--- src/rtl/core/affine_matrix_inverse_top_assert.svh ---
// ----------------------------------------------------------------------------
// affine matrix inverse assertion macros
// concurrent checks clocked on clock and held off during reset
// ----------------------------------------------------------------------------
`ifndef AFFINE_MATRIX_INVERSE_TOP_ASSERT_SVH
`define AFFINE_MATRIX_INVERSE_TOP_ASSERT_SVH

// condition holds in the same cycle
`define AMI_ASSERT_NOW(lbl, ante, cons, msg) \
   lbl: assert property (@(posedge clock) disable iff (reset) (ante) |-> (cons)) \
      else $error(msg);

// condition holds in the following cycle
`define AMI_ASSERT_NEXT(lbl, ante, cons, msg) \
   lbl: assert property (@(posedge clock) disable iff (reset) (ante) |=> (cons)) \
      else $error(msg);

`endif

--- src/rtl/core/ami_pkg.sv ---
// ----------------------------------------------------------------------------
// ami_pkg
// shared types and constants of the affine matrix inverse block
// ----------------------------------------------------------------------------
package ami_pkg;

   localparam int DATA_WIDTH = 32;

   localparam logic [1:0] FIRST_ROW = 2'd0;
   localparam logic [1:0] LAST_ROW  = 2'd2;

   typedef logic signed [DATA_WIDTH-1:0] word_type;

   typedef struct packed {
      word_type a00;
      word_type a01;
      word_type a02;
      word_type a03;
      word_type a10;
      word_type a11;
      word_type a12;
      word_type a13;
      word_type a20;
      word_type a21;
      word_type a22;
      word_type a23;
   } req_type;

   typedef struct packed {
      logic [1:0] row_index;
      word_type   c0;
      word_type   c1;
      word_type   c2;
      word_type   c3;
      logic       singular;
      logic       last_row;
   } rsp_type;

   typedef struct packed {
      logic       valid;
      logic [1:0] row;
   } tag_type;

endpackage

--- src/rtl/core/ami_row_issue.sv ---
// ----------------------------------------------------------------------------
// ami_row_issue
// holds one matrix and issues its three result rows into the pipeline
// ----------------------------------------------------------------------------
module ami_row_issue (
   input  logic             clock,
   input  logic             reset,
   input  logic             adv,
   input  logic             req_valid,
   output logic             req_ready,
   input  ami_pkg::req_type req_data,
   output ami_pkg::tag_type tag,
   output ami_pkg::req_type item
);
   import ami_pkg::*;

   logic       hold_ff;
   logic [1:0] row_ff;
   req_type    item_ff;
   logic       take;

   assign req_ready = !hold_ff || (adv && row_ff == LAST_ROW);
   assign take      = req_valid && req_ready;

   always_ff @(posedge clock) begin
      if (reset) begin
         hold_ff <= 1'b0;
         row_ff  <= FIRST_ROW;
      end else if (take) begin
         hold_ff <= 1'b1;
         row_ff  <= FIRST_ROW;
      end else if (adv && hold_ff) begin
         if (row_ff == LAST_ROW) begin
            hold_ff <= 1'b0;
         end else begin
            row_ff <= row_ff + 2'd1;
         end
      end
   end

   always_ff @(posedge clock) begin
      if (take) begin
         item_ff <= req_data;
      end
   end

   assign tag  = '{valid: hold_ff, row: row_ff};
   assign item = item_ff;

endmodule

--- config.mk ---
export PLATFORM = sky130hd
export DESIGN_NAME = ami_row_issue
export DESIGN_NICKNAME = d
export VERILOG_FILES = /design/src/rtl/core/affine_matrix_inverse_top_assert.svh /design/src/rtl/core/ami_pkg.sv /design/src/rtl/core/ami_row_issue.sv
export SDC_FILE = /design/constraint.sdc
export NUM_CORES = 1
export LEC_CHECK = 0
export BUFFER_PORTS_ARGS = -buffer_cell sky130_fd_sc_hd__buf_2
export CORE_AREA = 2 2 303 305
export DETAILED_ROUTE_END_ITERATION = 7
export DIE_AREA = 0 0 305 307
export GPL_TIMING_DRIVEN = 0
export PLACE_DENSITY_LB_ADDON = 0.3
export SETUP_SLACK_MARGIN = 0.2
export SLEW_MARGIN = 0
export SYNTH_ARGS = -nofsm -noshare
export SYNTH_HDL_FRONTEND = slang
export SYNTH_SLANG_ARGS = --single-unit
export TNS_END_PERCENT = 30
--- constraint.sdc ---
create_clock -name clock -period 26.7 [get_ports clock]
set_input_delay 2.67 -clock clock [delete_from_list [all_inputs] [get_ports clock]]
set_output_delay 2.67 -clock clock [all_outputs]
set_load 0.1 [all_outputs]
==> results of run 1 <==
cell usage after synthesis:
cell type and number:
edfxtp_1 384, a21oi_1 1, inv_1 3, a2111oi_2 1, and3b_1 1, o21ai_0 1, nor3b_1 1, dfxtp_1 3
buf_4 1, nor2_1 3, ha_1 1, a21boi_1 1, nor2b_1 2, a211o_1 1
power by group:
part | switching [mW] | internal (mW) | leakage (nW)
combinational | 0.279 | 0.0460 | 3.21
clock | 0.248 | 0.341 | 0.659
sequential | 0.0110 | 0.711 | 3.68
final cells by class:
cell class | instances | area, sq um
antenna | 4 | 10.0
buffer | 1 | 7.51
clock buffer | 58 | 1220
clock inverter | 24 | 179
fill | 9726 | 72000
inverter | 3 | 11.3
multi-input combinational | 13 | 101
sequential | 387 | 11600
tap | 1186 | 1480
timing repair buffer | 787 | 4130
worst min path at each step:
stage,end,startpoint,depth (start not counted)
after floorplan,row_ff[0],hold_ff,2
after global placement,row_ff[0],hold_ff,2
after detailed placement,row_ff[0],hold_ff,2
after CTS,row_ff[0],hold_ff,2
after global routing,row_ff[0],hold_ff,2
final,row_ff[0],hold_ff,2
cell families (layout without fill, tap and decap cells):
logic type / after synthesis / after routing / share of synthesized area
AOI/OAI and AO/OA: 5 / 5 / 0.00353
adders and majority gates: 1 / 1 / 0.00107
buffers and inverters: 4 / 873 / 0.00160
DFF: 387 / 387 / 0.990
other: 0 / 4 / 0
and+or+nand+nor: 7 / 7 / 0.00342
through the flow:
stage               setup TNS, ns  setup WS, ns  total power, mW
floorplan                       0          5.80             1.01
global placement          -432.73         -1.21             1.09
detailed placement              0         20.50             1.06
CTS                             0         20.49             1.67
global route                    0         20.46             1.69
finish                          0         20.50             1.64
metal layers:
layer  wire, microns  part of all wire  track usage  up-vias
met3            4000             0.099       0.0329       74
met1           14200              0.35       0.0813     3574
li1                -                 -            -     3335
met4            1100             0.027       0.0312       10
met5              59            0.0015            0        -
met2           21200              0.52        0.145      477
state kept, by name, summed over array words and instances, names as in the netlist:
name     count
item       384
hold_ff      1
row_ff       2
worst reg2reg max path: stages, from the launching register on:
cell and delay (ns):
dfxtp_1 0.33, inv_1 0.08, ha_1 0.22, a21boi_1 0.16, nor2b_4 0.38, buf_12 0.27, buf_12 0.27, buf_12 0.24
buf_12 0.27, buf_12 0.25, buf_16 0.22
==> metrics.cfg, run 1 <==
[status]
outcome=finished clean

[floorplan]
dieArea_sq_um=93600
num_rows=111
core_sq_um=90700
die_w_microns=305
io_pins=776
die_y_microns=307
initial_utilization=0.129

[finish]
nets=1628
final_cell_mix=buf_2 (775), edfxtp_1 (384), clkbuf_16 (47)
post-route-util=0.207
area_growth_pct=60.0
final_layout_size_suffix_gt1_frac=0.668
instances_no_fill=2463
stdcell_area_sq_um=18700
final_common_cell=buf_2

[global_route]
overflow=0
grt_pass1_vias=7878
grtUsageTotal=0.0799
antenna_found_initial=13
grt_pass1_wl_microns=53700
grt_max_degree=40

[yosys]
yosys-top-cells-area=edfxtp_1 (99%), dfxtp_1 (0.51%), a2111oi_2 (0.13%)
synthCells=404
ys_types=14
syn_area_per_cell_sq_um=29.0
synth_fp_nets=793
synth.cell_area_sq_um=11700
synth_top_area_frac=0.985
yosysSeqAreaShare=0.990
ys_ff_latch=387
ys_warn_count=0
synth_top_cell_by_area=edfxtp_1

[setup_path]
startpoint_type=primary input
cp_slowest_cell=a21boi_1
cp_num_buf_inv=3
cp.required_ns=24.03
cp.arrival_ns=3.53
max_stage_delay_ns=0.35
timing.rr.end=item[119]
ff2ff_setup_slack_ns=23.71
cp_num_cells=4
crit_path_end_kind=primary output
r2r_start=row_ff[0]
critPathTopFamily=buffers and inverters
reg2regPathDepth=10
cp_common_cell=buf_2
crit_type=in -> out
cp_cell_sequence=buf_2 > a21boi_1 > inv_1 > buf_2
crit_fanout=4
critPathCapture=req_ready
crit_start=adv

[timing]
timing.hold.ws_ns=0.553
grt_setup_unrepaired=false
worst_pin_slew_ns=0.610
slew_violations=0
period_share=0.232
hold_viol_final=0
fmax_ghz=0.161
period_needed_ns=6.20
clock_skew_ns=0.0238
relSlewSlack=0.596
finalSetupViolations=0

[clock_network]
cts_setup_buffers=0
cts_root_buf=clkbuf_16
cts_tree=done
ctsResizeCount=0
holdBufCountCts=0
insertion_delay_ns=0.59
cts_made_buffers=46
clk_path_buf_depth=3
clock_sinks=387
htree_num_levels=2
clk_pin_slew_ns=0.06

[route]
wl_microns=40600
wl_per_cell_microns=16.5
remaining_drc_errors=0
drt_iter0_drc=359
firstDrtPassIters=4
num_vias=7470
vias_per_cell=3.03
ant_nets=0

[run]
drv_cap=0

[place]
dpl_cell_area_sq_um=17300
place_hpwl_microns=32600
dpl.cell_count=2377
gp_congestion=0.783
port_buffers=775

[hold_path]
hold_class=reg -> reg

[power_and_ir_drop]
p_leak_nw=7.55
irDropWorstVdd_v=0.0000505
p_per_area_nw_per_um2=87.3

No activity file was read; power rests on OpenSTA's default activity.
==> run 2: changes to the inputs <==
==> constraint.sdc (replaced) <==
create_clock -name clock -period 6.51 [get_ports clock]
set_input_delay 0.651 -clock clock [delete_from_list [all_inputs] [get_ports clock]]
set_output_delay 0.651 -clock clock [all_outputs]
set_load 0.1 [all_outputs]
==> run 2 against run 1 <==
Power rose to 4.2 times the previous value. First-iteration DRC count fell by 5.6%. Register-to-register slack lost 20 ns. Count of clock-buffer cells in the layout shrank 4. Largest power group unchanged.
==> metrics.cfg, run 2 (synthesized netlist as in run 1, its figures left out) <==
[status]
outcome=finished clean  ; unchanged

[power_and_ir_drop]
p_leak_nw=7.62  ; was 7.55 nW
p_per_area_nw_per_um2=362  ; was 87.3 nW/um^2
power.switching_mw=2.20  ; was 0.538 mW
p_comb_frac=0.196  ; was 0.199
intPower_mw=4.62  ; was 1.10 mW
irDropWorstVdd_v=0.000195  ; was 0.0000505 V
pwr-share-clk=0.370  ; was 0.360
power_frac_seq=0.434  ; was 0.441
switching_share=0.323  ; was 0.329

[setup_path]
cp_cell_sequence=inv_2 > ha_4 > a21boi_4 > nor2b_4 > buf_12 > buf_12 > buf_12 > buf_12 > buf_12  ; was buf_2 > a21boi_1 > inv_1 > buf_2
startpoint_type=flip-flop  ; was primary input
cp.required_ns=6.78  ; was 24.03 ns
cp_common_cell=buf_12  ; was buf_2
cp.arrival_ns=3.07  ; was 3.53 ns
max_stage_delay_ns=0.53  ; was 0.35 ns
crit_path_end_kind=flip-flop  ; was primary output
cp_num_buf_inv=6  ; was 3
cp_slowest_cell=nor2b_4  ; was a21boi_1
crit_type=reg -> reg  ; was in -> out
critPathTopFamily=buffers and inverters  ; unchanged
crit_fanout=34  ; was 4

[timing]
fmax_ghz=0.357
finalSetupTns_ns=0  ; unchanged
clock_skew_ns=0.0184  ; was 0.0238 ns
grt_setup_unrepaired=false  ; unchanged
relSlewSlack=0.570  ; was 0.596
hold_viol_final=0  ; unchanged
period_needed_ns=2.80
slew_violations=0  ; unchanged
finalSetupViolations=0  ; unchanged
worst_pin_slew_ns=0.643  ; was 0.610 ns
period_share=0.430

[route]
wl_microns=39600  ; was 40600 microns
remaining_drc_errors=0  ; unchanged
ant_nets=0  ; unchanged
firstDrtPassIters=4  ; unchanged
num_vias=7399  ; was 7470
wl_per_cell_microns=16.1  ; was 16.5 microns
vias_per_cell=3.01  ; was 3.03
drt_iter0_drc=339  ; was 359

[place]
dpl.cell_count=2378  ; was 2377
dpl_cell_area_sq_um=17400  ; was 17300 sq um
place_hpwl_microns=31900  ; was 32600 microns
port_buffers=775  ; unchanged
gp_congestion=0.753  ; was 0.783

[global_route]
overflow=0  ; unchanged
grt_pass1_vias=7873  ; was 7878
grt_max_degree=35  ; was 40
grtUsageTotal=0.0787  ; was 0.0799
antenna_found_initial=12  ; was 13
grt_pass1_wl_microns=53200  ; was 53700 microns

[run]
drv_cap=0  ; unchanged

[clock_network]
cts_made_buffers=45  ; was 46
ctsResizeCount=0  ; unchanged
clock_sinks=387  ; unchanged
insertion_delay_ns=0.58  ; was 0.59 ns
htree_num_levels=2  ; unchanged
clk_pin_slew_ns=0.06  ; about the same
holdBufCountCts=0  ; unchanged
cts_tree=done  ; unchanged
cts_root_buf=clkbuf_16  ; unchanged
cts_setup_buffers=0  ; unchanged
clk_path_buf_depth=3  ; unchanged

[hold_path]
hold_class=in -> reg  ; was reg -> reg

[floorplan]
num_rows=111  ; unchanged
die_w_microns=305  ; unchanged
core_sq_um=90700  ; unchanged
die_y_microns=307  ; unchanged
initial_utilization=0.129  ; unchanged
io_pins=776  ; unchanged
dieArea_sq_um=93600  ; unchanged

[finish]
instances_no_fill=2458  ; was 2463
stdcell_area_sq_um=18800  ; was 18700 sq um
area_growth_pct=61.0  ; was 60.0%
nets=1628  ; unchanged
n_fill_cell=9727  ; was 9726
multi_input_area_sq_um=125  ; was 101 sq um
regArea_sq_um=11600  ; about the same
largest_register_ffs=384  ; unchanged
final_cell_mix=buf_2 (775), edfxtp_1 (384), clkbuf_16 (47), buf_12 (11), clkinv_1 (8)  ; was buf_2 (775), edfxtp_1 (384), clkbuf_16 (47)
final_common_cell=buf_2  ; unchanged
final_layout_size_suffix_gt1_frac=0.677  ; was 0.668

run 2: cell types whose count changed in the layout (fill, tap and decap cells not counted), moves of 2 or more:
| cell | previous run | this run |
|---|---|---|
| bufinv_16 | 2 | 5 |
| dfxtp_4 | 0 | 2 |
| dfxtp_1 | 3 | 1 |
| clkbuf_1 | 11 | 7 |
| clkinv_1 | 11 | 8 |
| diode_2 | 4 | 1 |
| clkinvlp_4 | 6 | 3 |
| inv_6 | 1 | 3 |
| clkinv_2 | 3 | 5 |
run 2: per-layer routing:
layer / track usage / vias to the layer above / share of wire
li1: - / 3327 / -
met1: 0.0778 / 3535 / 0.34
met2: 0.138 / 453 / 0.51
met3: 0.0443 / 76 / 0.12
met4: 0.0277 / 8 / 0.027
met5: 0 / - / 0.0013
run 2: cell type report:
cell class / count / share of cell area
Clock inverter: 25 / 0.0139
Buffer: 1 / 0.000398
Timing Repair Buffer: 788 / 0.220
Sequential cell: 387 / 0.615
Inverter: 3 / 0.000597
Multi-Input combinational cell: 13 / 0.00664
Antenna cell: 1 / 0.000133
Tap cell: 1186 / 0.0787
Clock buffer: 54 / 0.0638
run 2: through the flow:
stage | power, mW | util | worst slack (ns) | hold slack (ns)
after floorplan | 4.07 | - | -0.418 | 0.473
after global placement | 4.36 | 0.189 | -2.83 | 0.533
after global routing | 7.08 | 0.208 | 3.54 | 0.169
after detailed placement | 4.36 | 0.192 | 3.44 | 0.537
after CTS | 6.95 | 0.208 | 3.67 | 0.150
final | 6.82 | 0.208 | 3.71 | 0.232
run 2: power groups by stage:
| stage | logic [mW] | clock network, mW | registers, mW |
|---|---|---|---|
| finish | 1.33 | 2.52 | 2.96 |
| floorplan | 0.0593 | 0 | 4.01 |
| global placement | 1.31 | 0 | 3.05 |
| CTS | 1.35 | 2.65 | 2.96 |
| detailed placement | 1.35 | 0 | 3.01 |
| global route | 1.37 | 2.74 | 2.97 |
run 2: worst paths after layout:
kind	to	slack, ns	cells past startpoint	from
max	item[353]	3.71	9	row_ff[0]
min	item[15]	0.23	1	req_data[15]
max reg2reg	item[353]	3.71	9	row_ff[0]
min reg2reg	row_ff[0]	0.54	2	hold_ff
run 2: worst reg2reg max path, stage by stage (launching register included):
cell      delay (ns)
dfxtp_4         0.36
inv_2           0.07
ha_4            0.16
a21boi_4        0.07
nor2b_4         0.53
buf_12          0.30
buf_12          0.27
buf_12          0.25
buf_12          0.25
buf_12          0.24
